**src/design/kon_pkg.sv**
```systemverilog
`timescale 1ns / 1ps
`default_nettype none
// ----------------------------------------------------------------------------
// kon_pkg
// shared constants, codes and types of the k-out-of-n reliability block
// ----------------------------------------------------------------------------
package kon_pkg;

    // largest number of components that the coefficient table supports
    localparam int MAX_COMPONENTS = 32;

    localparam int TABLE_DEPTH = MAX_COMPONENTS + 1;
    localparam int ADDR_W      = $clog2(TABLE_DEPTH);
    // counts must hold the 6-bit register values and the clamped n
    localparam int CNT_W       = (ADDR_W > 6) ? ADDR_W : 6;

    localparam int Q_W     = 32;
    localparam int COEF_W  = 30;
    localparam int PROD_W  = 2 * Q_W;
    localparam int TERM_W  = COEF_W + Q_W - 1;
    localparam int ACC_W   = 63;
    localparam int FIELD_W = 6;

    localparam logic [Q_W-1:0]    Q_ONE   = 32'h8000_0000;
    localparam logic [PROD_W-1:0] Q_HALF  = 64'h0000_0000_4000_0000;
    localparam logic [ACC_W-1:0]  ACC_CAP = 63'h4000_0000_0000_0000;

    // stream layout
    localparam int S_TDATA_W = 72;
    localparam int M_TDATA_W = 32;

    // request kinds carried in s_tuser
    localparam logic CMD_LOAD = 1'b0;
    localparam logic CMD_EVAL = 1'b1;

    // configuration register indexes
    localparam int CFG_ADDR_W = 2;
    localparam int CFG_DATA_W = 6;
    localparam logic [CFG_ADDR_W-1:0] REG_NUM_COMPONENTS  = 2'd0;
    localparam logic [CFG_ADDR_W-1:0] REG_THRESHOLD_COUNT = 2'd1;
    localparam logic [CFG_ADDR_W-1:0] REG_METHOD          = 2'd2;

    // method codes
    localparam logic METHOD_SUCCESS = 1'b0;
    localparam logic METHOD_FAILURE = 1'b1;

    typedef struct packed {
        logic [FIELD_W-1:0] num_components;
        logic [FIELD_W-1:0] threshold_count;
        logic               method;
    } kon_cfg_t;

    typedef struct packed {
        logic           valid;
        logic [Q_W-1:0] value;
        logic           clamped;
    } kon_res_t;

endpackage
`default_nettype wire

```
**src/design/kon_ram.sv**
```systemverilog
`timescale 1ns / 1ps
`default_nettype none
// ----------------------------------------------------------------------------
// kon_ram
// generic single-write, single-read memory with registered read data
// ----------------------------------------------------------------------------
module kon_ram #(
    parameter int WIDTH = 8,
    parameter int DEPTH = 16
) (
    input  wire logic                     aclk,
    input  wire logic                     wr_en,
    input  wire logic [$clog2(DEPTH)-1:0] wr_addr,
    input  wire logic [WIDTH-1:0]         wr_data,
    input  wire logic [$clog2(DEPTH)-1:0] rd_addr,
    output logic      [WIDTH-1:0]         rd_data
);

    logic [WIDTH-1:0] mem [DEPTH];

    always_ff @(posedge aclk) begin
        if (wr_en) begin
            mem[wr_addr] <= wr_data;
        end
        rd_data <= mem[rd_addr];
    end

endmodule
`default_nettype wire

```
**src/design/kon_mul.sv**
```systemverilog
`timescale 1ns / 1ps
`default_nettype none
// ----------------------------------------------------------------------------
// kon_mul
// shared 32x32 unsigned multiplier used for powers and coefficient products
// ----------------------------------------------------------------------------
module kon_mul (
    input  wire logic [kon_pkg::Q_W-1:0]    op_x,
    input  wire logic [kon_pkg::Q_W-1:0]    op_y,
    output logic      [kon_pkg::PROD_W-1:0] prod
);

    assign prod = kon_pkg::PROD_W'(op_x) * kon_pkg::PROD_W'(op_y);

endmodule
`default_nettype wire

```
**src/design/kon_seq.sv**
```systemverilog
`timescale 1ns / 1ps
`default_nettype none
// ----------------------------------------------------------------------------
// kon_seq
// sequencer and datapath: builds each term by repeated multiplication,
// scales it by its coefficient and accumulates with saturation
// ----------------------------------------------------------------------------
module kon_seq (
    input  wire logic                           aclk,
    input  wire logic                           aresetn,
    input  wire kon_pkg::kon_cfg_t              cfg,
    input  wire logic                           start,
    input  wire logic [kon_pkg::Q_W-1:0]        rel,
    input  wire logic                           out_free,
    input  wire logic [kon_pkg::COEF_W-1:0]     rd_data,
    output logic      [kon_pkg::ADDR_W-1:0]     rd_addr,
    output logic                                idle,
    output kon_pkg::kon_res_t                   res
);

    localparam logic [2:0] ST_IDLE = 3'd0;
    localparam logic [2:0] ST_MUL  = 3'd1;
    localparam logic [2:0] ST_COEF = 3'd2;
    localparam logic [2:0] ST_ACC  = 3'd3;
    localparam logic [2:0] ST_FIN  = 3'd4;

    localparam int CW = kon_pkg::CNT_W;
    localparam int QW = kon_pkg::Q_W;

    logic [2:0]                    state_reg, state_next;
    logic [QW-1:0]                 a_reg, a_next;
    logic [QW-1:0]                 b_reg, b_next;
    logic [QW-1:0]                 p_reg, p_next;
    logic [kon_pkg::TERM_W-1:0]    term_reg, term_next;
    logic [kon_pkg::ACC_W-1:0]     acc_reg, acc_next;
    logic [CW-1:0]                 i_reg, i_next;
    logic [CW-1:0]                 m_reg, m_next;
    logic [CW-1:0]                 hi_reg, hi_next;
    logic [CW-1:0]                 ea_reg, ea_next;
    logic [CW-1:0]                 eb_reg, eb_next;

    logic [CW-1:0]                 n_eff;
    logic [CW-1:0]                 m_eff;
    logic [QW-1:0]                 r_sat;
    logic [QW-1:0]                 u_val;
    logic [QW-1:0]                 op_x;
    logic [QW-1:0]                 op_y;
    logic [kon_pkg::PROD_W-1:0]    prod;
    logic [kon_pkg::PROD_W-1:0]    rnd;
    logic [kon_pkg::ACC_W-1:0]     sum;

    kon_mul u_mul (
        .op_x (op_x),
        .op_y (op_y),
        .prod (prod)
    );

    assign rd_addr = i_reg[kon_pkg::ADDR_W-1:0];
    assign idle    = (state_reg == ST_IDLE);

    always_comb begin
        n_eff = CW'(cfg.num_components);
        if (n_eff > CW'(kon_pkg::MAX_COMPONENTS)) begin
            n_eff = CW'(kon_pkg::MAX_COMPONENTS);
        end
        m_eff = CW'(cfg.threshold_count);
        r_sat = (rel > kon_pkg::Q_ONE) ? kon_pkg::Q_ONE : rel;
        u_val = kon_pkg::Q_ONE - r_sat;
    end

    // operand select for the shared multiplier
    always_comb begin
        if (state_reg == ST_COEF) begin
            op_x = QW'(rd_data);
            op_y = p_reg;
        end else begin
            op_x = p_reg;
            op_y = (ea_reg != '0) ? a_reg : b_reg;
        end
        rnd = prod + kon_pkg::Q_HALF;
        sum = acc_reg + kon_pkg::ACC_W'(term_reg);
    end

    // result with clamp
    always_comb begin
        res.valid = (state_reg == ST_FIN);
        if (cfg.method == kon_pkg::METHOD_SUCCESS) begin
            if (acc_reg > kon_pkg::ACC_W'(kon_pkg::Q_ONE)) begin
                res.value   = kon_pkg::Q_ONE;
                res.clamped = 1'b1;
            end else begin
                res.value   = acc_reg[QW-1:0];
                res.clamped = 1'b0;
            end
        end else begin
            if (acc_reg > kon_pkg::ACC_W'(kon_pkg::Q_ONE)) begin
                res.value   = '0;
                res.clamped = 1'b1;
            end else begin
                res.value   = kon_pkg::Q_ONE - acc_reg[QW-1:0];
                res.clamped = 1'b0;
            end
        end
    end

    always_comb begin
        state_next = state_reg;
        a_next     = a_reg;
        b_next     = b_reg;
        p_next     = p_reg;
        term_next  = term_reg;
        acc_next   = acc_reg;
        i_next     = i_reg;
        m_next     = m_reg;
        hi_next    = hi_reg;
        ea_next    = ea_reg;
        eb_next    = eb_reg;
        case (state_reg)
            ST_IDLE: begin
                if (start) begin
                    if (cfg.method == kon_pkg::METHOD_SUCCESS) begin
                        a_next = r_sat;
                        b_next = u_val;
                    end else begin
                        a_next = u_val;
                        b_next = r_sat;
                    end
                    acc_next = '0;
                    i_next   = '0;
                    p_next   = kon_pkg::Q_ONE;
                    m_next   = m_eff;
                    hi_next  = n_eff - m_eff;
                    ea_next  = m_eff;
                    eb_next  = n_eff - m_eff;
                    // threshold above n leaves an empty sum
                    state_next = (m_eff > n_eff) ? ST_FIN : ST_MUL;
                end
            end
            ST_MUL: begin
                if (ea_reg != '0) begin
                    p_next  = rnd[2*QW-2:QW-1];
                    ea_next = ea_reg - 1'b1;
                end else if (eb_reg != '0) begin
                    p_next  = rnd[2*QW-2:QW-1];
                    eb_next = eb_reg - 1'b1;
                end else begin
                    state_next = ST_COEF;
                end
            end
            ST_COEF: begin
                term_next  = prod[kon_pkg::TERM_W-1:0];
                state_next = ST_ACC;
            end
            ST_ACC: begin
                acc_next = (sum > kon_pkg::ACC_CAP) ? kon_pkg::ACC_CAP : sum;
                if (i_reg == hi_reg) begin
                    state_next = ST_FIN;
                end else begin
                    i_next     = i_reg + 1'b1;
                    ea_next    = m_reg + i_reg + 1'b1;
                    eb_next    = hi_reg - i_reg - 1'b1;
                    p_next     = kon_pkg::Q_ONE;
                    state_next = ST_MUL;
                end
            end
            ST_FIN: begin
                if (out_free) begin
                    state_next = ST_IDLE;
                end
            end
            default: begin
                state_next = ST_IDLE;
            end
        endcase
    end

    always_ff @(posedge aclk) begin
        if (!aresetn) begin
            state_reg <= ST_IDLE;
        end else begin
            state_reg <= state_next;
        end
        a_reg    <= a_next;
        b_reg    <= b_next;
        p_reg    <= p_next;
        term_reg <= term_next;
        acc_reg  <= acc_next;
        i_reg    <= i_next;
        m_reg    <= m_next;
        hi_reg   <= hi_next;
        ea_reg   <= ea_next;
        eb_reg   <= eb_next;
    end

endmodule
`default_nettype wire

```
**src/design/k_of_n_identical_reliability_top.sv**
```systemverilog
`timescale 1ns / 1ps
`default_nettype none
// ----------------------------------------------------------------------------
// k_of_n_identical_reliability_top
// k-out-of-n system reliability of identical components in q1.31
// ----------------------------------------------------------------------------
// a load request (s_tuser = 0) writes one binomial coefficient into the
// 33-entry table and returns nothing; entries must be loaded before an
// evaluation reads them. an evaluate request (s_tuser = 1) takes the
// component reliability r and returns one result: in success mode the
// sum of c[i] * r^(m+i) * u^(n-m-i), in failure mode one minus the sum of
// c[i] * u^(m+i) * r^(n-m-i), clamped to [0,1] with m_tuser flagging the
// clamp. one shared 32x32 multiplier does every product: each term is
// built by repeated multiplication, then a check that the powers are done,
// one coefficient product and one accumulate; s_tready stays low while an
// evaluation runs. the result sits in an output register, so a following
// request is taken while it waits. configuration is written through
// cfg_wr_en/cfg_addr/cfg_wdata; the user must do so only while idle, as
// the block itself does not enforce it.
// ----------------------------------------------------------------------------
module k_of_n_identical_reliability_top (
    input  wire logic                                aclk,
    input  wire logic                                aresetn,
    // configuration write port
    input  wire logic                                cfg_wr_en,
    input  wire logic [kon_pkg::CFG_ADDR_W-1:0]      cfg_addr,
    input  wire logic [kon_pkg::CFG_DATA_W-1:0]      cfg_wdata,
    // request stream
    input  wire logic                                s_tvalid,
    output logic                                     s_tready,
    // coef_index[5:0], coef_value[35:6], reliability[67:36], zero pad
    input  wire logic [kon_pkg::S_TDATA_W-1:0]       s_tdata,
    // cmd
    input  wire logic                                s_tuser,
    // result stream
    output logic                                     m_tvalid,
    input  wire logic                                m_tready,
    // system_reliability[31:0]
    output logic      [kon_pkg::M_TDATA_W-1:0]       m_tdata,
    // clamped
    output logic                                     m_tuser
);

    localparam int CW = kon_pkg::CNT_W;

    // configuration registers
    logic [kon_pkg::FIELD_W-1:0] num_components_reg;
    logic [kon_pkg::FIELD_W-1:0] threshold_count_reg;
    logic                        method_reg;
    kon_pkg::kon_cfg_t           cfg;

    // output register
    logic                          m_tvalid_reg, m_tvalid_next;
    logic [kon_pkg::M_TDATA_W-1:0] m_tdata_reg, m_tdata_next;
    logic                          m_tuser_reg, m_tuser_next;

    logic                          s_req;
    logic                          seq_idle;
    logic                          eval_start;
    logic                          load_wr;
    logic [CW-1:0]                 load_idx;
    logic                          out_free;
    logic [kon_pkg::ADDR_W-1:0]    rd_addr;
    logic [kon_pkg::COEF_W-1:0]    rd_data;
    kon_pkg::kon_res_t             res;

    assign cfg.num_components  = num_components_reg;
    assign cfg.threshold_count = threshold_count_reg;
    assign cfg.method          = method_reg;

    always_ff @(posedge aclk) begin
        if (!aresetn) begin
            num_components_reg  <= kon_pkg::FIELD_W'(1);
            threshold_count_reg <= kon_pkg::FIELD_W'(1);
            method_reg          <= kon_pkg::METHOD_SUCCESS;
        end else if (cfg_wr_en) begin
            case (cfg_addr)
                kon_pkg::REG_NUM_COMPONENTS:  num_components_reg  <= cfg_wdata;
                kon_pkg::REG_THRESHOLD_COUNT: threshold_count_reg <= cfg_wdata;
                kon_pkg::REG_METHOD:          method_reg          <= cfg_wdata[0];
                default: begin
                end
            endcase
        end
    end

    // request decode
    assign s_tready   = seq_idle;
    assign s_req      = s_tvalid && s_tready;
    assign eval_start = s_req && (s_tuser == kon_pkg::CMD_EVAL);
    assign load_idx   = CW'(s_tdata[5:0]);
    // loads past the last table entry are dropped
    assign load_wr    = s_req && (s_tuser == kon_pkg::CMD_LOAD)
                        && (load_idx <= CW'(kon_pkg::MAX_COMPONENTS));

    kon_ram #(
        .WIDTH (kon_pkg::COEF_W),
        .DEPTH (kon_pkg::TABLE_DEPTH)
    ) u_coef_table (
        .aclk    (aclk),
        .wr_en   (load_wr),
        .wr_addr (load_idx[kon_pkg::ADDR_W-1:0]),
        .wr_data (s_tdata[35:6]),
        .rd_addr (rd_addr),
        .rd_data (rd_data)
    );

    kon_seq u_seq (
        .aclk     (aclk),
        .aresetn  (aresetn),
        .cfg      (cfg),
        .start    (eval_start),
        .rel      (s_tdata[67:36]),
        .out_free (out_free),
        .rd_data  (rd_data),
        .rd_addr  (rd_addr),
        .idle     (seq_idle),
        .res      (res)
    );

    // output register frees up in the cycle it is taken
    assign out_free = !m_tvalid_reg || m_tready;

    always_comb begin
        m_tvalid_next = m_tvalid_reg;
        m_tdata_next  = m_tdata_reg;
        m_tuser_next  = m_tuser_reg;
        if (res.valid && out_free) begin
            m_tvalid_next = 1'b1;
            m_tdata_next  = res.value;
            m_tuser_next  = res.clamped;
        end else if (m_tready) begin
            m_tvalid_next = 1'b0;
        end
    end

    always_ff @(posedge aclk) begin
        if (!aresetn) begin
            m_tvalid_reg <= 1'b0;
        end else begin
            m_tvalid_reg <= m_tvalid_next;
        end
        m_tdata_reg <= m_tdata_next;
        m_tuser_reg <= m_tuser_next;
    end

    assign m_tvalid = m_tvalid_reg;
    assign m_tdata  = m_tdata_reg;
    assign m_tuser  = m_tuser_reg;

endmodule
`default_nettype wire

```
**config.mk**
```make
export PLATFORM = sky130hd
export DESIGN_NAME = k_of_n_identical_reliability_top
export DESIGN_NICKNAME = d
export VERILOG_FILES = /design/src/design/kon_pkg.sv /design/src/design/kon_ram.sv /design/src/design/kon_mul.sv /design/src/design/kon_seq.sv /design/src/design/k_of_n_identical_reliability_top.sv
export SDC_FILE = /design/constraint.sdc
export NUM_CORES = 2
export LEC_CHECK = 0
export BUFFER_PORTS_ARGS = -buffer_cell sky130_fd_sc_hd__buf_2
export CORE_MARGIN = 2
export CORE_UTILIZATION = 48
export CTS_BUF_LIST = sky130_fd_sc_hd__clkbuf_16
export DETAILED_ROUTE_END_ITERATION = 12
export GPL_TIMING_DRIVEN = 0
export PLACE_DENSITY = 0.77
export SYNTH_ARGS = -nofsm -noshare
export SYNTH_HDL_FRONTEND = slang
export SYNTH_SLANG_ARGS = --single-unit
```
**constraint.sdc**
```tcl
create_clock -name aclk -period 11.4 [get_ports aclk]
set_input_delay 1.14 -clock aclk [delete_from_list [all_inputs] [get_ports aclk]]
set_output_delay 1.14 -clock aclk [all_outputs]
set_load 0.01 [all_outputs]
```
-- Word level (Yosys, flattened, before mapping)
Memories as Yosys holds them, arrays and structs flattened. A register that Yosys moved wholly into a read port is not among the register bits.
Index checks and enable logic that the tools add are counted.
- add/sub/neg operators: 12
- $mul: 1
- reductions and logical operators: 24
- $lt $le $gt $ge: 6
- mux-type cells: 41
- bitwise logic cells: 1
- div/mod/pow operators: 0
- equal/unequal tests: 15
- shifts and indexed selects: 0
- operators by type and width (operator ; count):
    $mux W32 ; 10
    $mux W63 ; 2
    $pmux W63 S2 ; 1
    $mux W33 ; 3
    $pmux W32 S3 ; 1
    $sub A32 B32 Y32 const A ; 2
    $add A63 B31 Y63 const B ; 1
    $add A63 B61 Y63 ; 1
    $gt A63 B32 Y1 const B ; 1
    $gt A63 B63 Y1 const B ; 1
    $mul A32 B32 Y63 ; 1
    $mux W6 ; 10
    $pmux W6 S3 ; 2
    $gt A32 B32 Y1 const B ; 1
    $mux W3 ; 6
    $sub A6 B1 Y6 const B ; 3
    $pmux W3 S5 ; 1
    $add A6 B1 Y6 const B ; 2
    $pmux W6 S2 ; 1
    $reduce_and A4 Y1 ; 3
    $reduce_bool A6 Y1 ; 2
    $sub A6 B6 Y6 ; 2
    $reduce_and A2 Y1 ; 5
    $ne A2 B2 Y1 const B ; 4
    other kinds (23) ; 34
- RAM bits: 990
- output and inout bits: 35
- flip-flop bits (word level): 300
- logic and storage cells: 118
- ROM bits: 0
- memories kept: 1
- input bits: 86
- bits in latches: 0
- memory list (name ; words ; bits a word ; read ports ; clocked after Yosys merged registers in ; write ports ; RTL line ; source):
    u_coef_table.mem ; 33 ; 30 ; 1 ; 1 ; 1 ; kon_ram.sv:19 ; logic [WIDTH-1:0] mem [DEPTH];

-- Depth between registers and ports, before layout
- depth in word-level cells: 8
- gate-level depth with buffers: 39
- mapped depth without buffers: 36

-- Hierarchy
From an unflattened synthesis, not the netlist that was laid out.
- cells, all modules: 7692
- area, all modules: 91729.2 um2
- by module, submodules not included (module ; sequential area each (um2) ; instances ; area each (um2) ; cells each):
    kon_ram ; 30329.1 ; 1 ; 39578.0 ; 2073
    kon_mul ; 0.0 ; 1 ; 33549.7 ; 3732
    kon_seq ; 7537.2 ; 1 ; 17007.6 ; 1793
    k_of_n_identical_reliability_top ; 1271.2 ; 1 ; 1594.0 ; 94

-- Worst setup path before layout
OpenSTA, ideal clock, no wires.
- path type: register to register
- from: register u_seq.state_reg[1]
- to: register u_seq.p_reg[28] (data pin)
- cell stages (with the launch flop): 36
- path buffers: 6
- data arrival time: 11375 ps
- setup time: 147 ps
- slack: -121 ps
- path through: dfxtp_1 clkbuf_1 nand2b_1 or2_2 clkbuf_1 inv_1 clkbuf_1 clkbuf_1 clkbuf_1 nand2_1 nand2_1 nand2_1 fa_1 fa_1 inv_1 fa_1 fa_1 fa_1 fa_1 fa_1 inv_1 fa_1 inv_1 ha_1 buf_2 a21oi_1 o21ai_1 a21o_1 a21o_1 a22o_1 a311oi_4 nand4_4 nor4_4 or4b_1 or4_1 a21oi_1
- longest elaborated chain between the ends: 7
- elaborated cells between the ends (all ways): 11
- classes of those cells: 1 x add/sub; 1 x mul; 3 x eq/ne; 5 x mux; 1 x reduce/logical
- RTL lines (item ; RTL line ; source):
    start, declared ; kon_seq.sv:30 ; logic [2:0] state_reg, state_next;
    start signal, assigned ; kon_seq.sv:181 ; state_reg <= state_next;
    $eq A3 B2 Y1 * ; kon_seq.sv:73 ; if (state_reg == ST_COEF) begin
    $mux W32 ; kon_seq.sv:73 ;
    $mul A32 B32 Y63 * ; kon_mul.sv:13 ; assign prod = kon_pkg::PROD_W'(op_x) * kon_pkg::PROD_W'(op_y);
    net u_seq.prod, one bit ; kon_seq.sv:48 ; logic [kon_pkg::PROD_W-1:0] prod;
    $add A63 B31 Y63 * ; kon_seq.sv:80 ; rnd = prod + kon_pkg::Q_HALF;
    $mux W32 ; kon_seq.sv:143 ; end else if (eb_reg != '0) begin
    $mux W32 * ; kon_seq.sv:140 ; if (ea_reg != '0) begin
    $pmux W32 S3 * ; kon_seq.sv:118 ; case (state_reg)
    end signal, assigned ; kon_seq.sv:185 ; p_reg <= p_next;
    end, declared ; kon_seq.sv:33 ; logic [QW-1:0] p_reg, p_next;
The timed path passes the listed nets; every way through them passes the cells marked *. The select of a mux whose other input is x is not followed.
A chain may end at the register's enable or synchronous reset.

-- Worst setup path in the final report
- from: register u_seq.ea_reg[0]
- to: register u_seq.p_reg[28] (data pin)
- longest elaborated chain between the ends: 8
- RTL lines (item ; RTL line ; source):
    start, declared ; kon_seq.sv:39 ; logic [CW-1:0] ea_reg, ea_next;
    start signal, assigned ; kon_seq.sv:191 ; ea_reg <= ea_next;
    $reduce_bool A6 Y1 * ; kon_seq.sv:78 ; op_y = (ea_reg != '0) ? a_reg : b_reg;
    $mux W32 * ; kon_seq.sv:78 ;
    $mux W32 * ; kon_seq.sv:73 ;
    $mul A32 B32 Y63 * ; kon_mul.sv:13 ;
    net u_seq.prod, one bit ; kon_seq.sv:48 ;
    $add A63 B31 Y63 * ; kon_seq.sv:80 ;
    $mux W32 ; kon_seq.sv:143 ;
    $mux W32 * ; kon_seq.sv:140 ;
    $pmux W32 S3 * ; kon_seq.sv:118 ;
Marks and branches as above.

==> qor.yml <==
cts-root-buf: "clkbuf_16"
yosysWarnings: 0
fin_area_um2: 101000
wl_um: 324000
status: "finished clean"
fp-row-count: 158
r2r_slack_ps: 100
final_cells: 10300
coreArea_um2: 186000
cp_max_fo: 10
clock_latency_ps: 850
grt_usage_pct: 34.1
initial_core_util_pct: 48.4
timing.rr.end: "u_seq.p_reg[28]"
port_buffers: 107
whs_ps: 461
cp_data_arrival_time_ps: 11900
async_reset_ff_share_pct: 0
cts_made_buffers: 132
min_period_ps: 11300
grt_pass1_vias: 65000
drt-initial-drc-count: 7927
crit_path_end_kind: "register"
cts_hold_buf: 0
critPathTopFamily: "adder cells"
drt-vias-per-instance: 6.17
r2r_start: "u_seq.ea_reg[0]"
largest_register_ffs: 990
skew_ps: 57.1
yosysSeqAreaShare_pct: 43.6
postRouteAntennaNets: 0
seqCellArea_um2: 39100
slowest_delay_ps: 660
ios: 121
routed-via-count: 63200
cp_data_required_time_ps: 12010
wl_per_cell_um: 31.6
grt_max_degree: 76
drv_cap: 0
clock-sinks: 1319
place_inst: 9987
cts_tree: "yes"
synth.top_cell.area_share_pct: 42.5
die_x_um: 437
mostFrequentLayoutCell: "edfxtp_1"
die_area_um2: 191000
critPathMostFrequentCell: "fa_1"
syn_inst: 7345
slew_violations: 0
hold_viol_final: 0
worst-path-buf-inv: 6
fmax_mhz: 88.5
syn_area_per_cell_um2: 12.2
clk_pin_slew_ps: 60
synth-seq-cells: 1319
finalCritPeriodShare_pct: 99.1
syn_area_um2: 89800
drc: 0
hpwl_um: 238000
slew_headroom_pct: 9.20
gp_congestion: 1.04
drive_above_1_share_pct: 14.3
crit_type: "register to register"
ys.flop_type: "edfxtp_1"
synth_nets: 8670
worst_slew_pin_slew_ps: 1360
yosys-top-cells-area: "edfxtp_1 (43%), fa_1 (20%), mux4_2 (7.5%), ha_1 (4.7%), nor2_1 (3.9%)"
synth_edf_count: 1272
antenna_found_initial: 15
multi_input_area_um2: 47000
r2r_cells: 33
synth_largest_area_cell: "edfxtp_1"
final_cell_mix: "edfxtp_1 (1272), inv_1 (954), fa_1 (895)"
nFillCells: 15100
grt_remaining_overflow: 0
finalSetupViolations: 0
htree_levels: 4
fin_tns_setup_ps: 0
drt_pass1_iterations: 6
die_h_um: 437
whs_endpoint: "u_coef_table.rd_data[17]"
min_path_cells: 2
finalNetCount: 8987
placed_area_um2: 94700
syn2layout_area_growth_pct: 12.1
clk_path_buf_depth: 3
hp-class: "register to register"
hold_start: "u_coef_table.mem[32][17]"
crit_path_start_kind: "register"
slowest_stage: "o21a_1"
yosysUniqueCellTypes: 98
grt_pass1_wl_um: 461000
## area by class of cell
cell class                 count  area share [%]
antenna                        2         0.00497
buffer                       345            1.76
clock buffer                 132            3.28
clock inverter               108            1.02
inverter                     928            3.46
multi-input combinational   4738            46.7
sequential                  1319            38.9
tap                         2480            3.08
timing repair buffer         198            1.80
## Yosys cell counts, drive strengths merged, types with 33 or more instances
cell type and instances:
edfxtp 1272, nor2 931, inv 928, fa 899, nand2 759, ha 340, clkbuf 312, mux4 300
o21ai 231, a21oi 215, mux2i 113, xnor2 102, xor2 95, a21o 65, nor3 59, nand3 54
nand4 49, buf 48, dfxtp 47, o21a 43, nor2b 40, nand2b 38, nor4 33, o22ai 33
## worst reg2reg max path: cells and delay by family, from the launching register on
| family | cells | cell delay (ps) |
|---|---|---|
| adder cells (fa/ha/maj) | 10 | 4950 |
| buffers and inverters | 6 | 950 |
| flip-flops | 1 | 390 |
| AO/OA/AOI/OAI | 8 | 2410 |
| AND/OR/NAND/NOR | 8 | 2280 |
| multiplexers | 1 | 140 |
## through the flow
stage | setup WS [ps] | utilization, %
after floorplan | 868 | -
after global routing | -30.5 | 54.2
after detailed placement | -2930 | 51.0
after global placement | -3370 | 50.3
after CTS | 6.80 | 53.9
final | 105 | 54.2
## per-layer routing
metal | routed length (um) | GRT usage (%)
met1 | 114000 | 42.0
met2 | 152000 | 54.5
met3 | 32700 | 7.41
met4 | 25100 | 22.0
met5 | 78 | 0
## what timing repair did
item	in CTS	in global routing
setup endpoints to repair	63	24
gates resized for setup	338	157
pin swaps	8	11
setup buffers	15	21
## logic make-up after synthesis
group                    synth area share (%)
multiplexers                             8.80
AO/OA/AOI/OAI                            5.45
adder cells (fa/ha/maj)                  24.8
flip-flops                               43.6
XOR/XNOR                                 1.93
AND/OR/NAND/NOR                          10.0
buffers and inverters                    5.42
## how the worst max path moves through the flow
| stage | startpoint | to | slack [ps] | cells past startpoint |
|---|---|---|---|---|
| floorplan | u_seq.state_reg[1] | u_seq.p_reg[28] | 870 | 35 |
| global placement | u_seq.ea_reg[0] | u_seq.p_reg[29] | -3370 | 35 |
| detailed placement | u_seq.ea_reg[0] | u_seq.p_reg[29] | -2930 | 35 |
| CTS | u_seq.ea_reg[0] | u_seq.p_reg[28] | 7 | 37 |
| global route | u_seq.ea_reg[0] | u_seq.p_reg[28] | -30 | 36 |
| finish | u_seq.ea_reg[0] | u_seq.p_reg[28] | 100 | 33 |
Power is left out: the tool's default activity adds up to more than one toggle a clock period on the data nets, which glitch-free logic cannot reach.
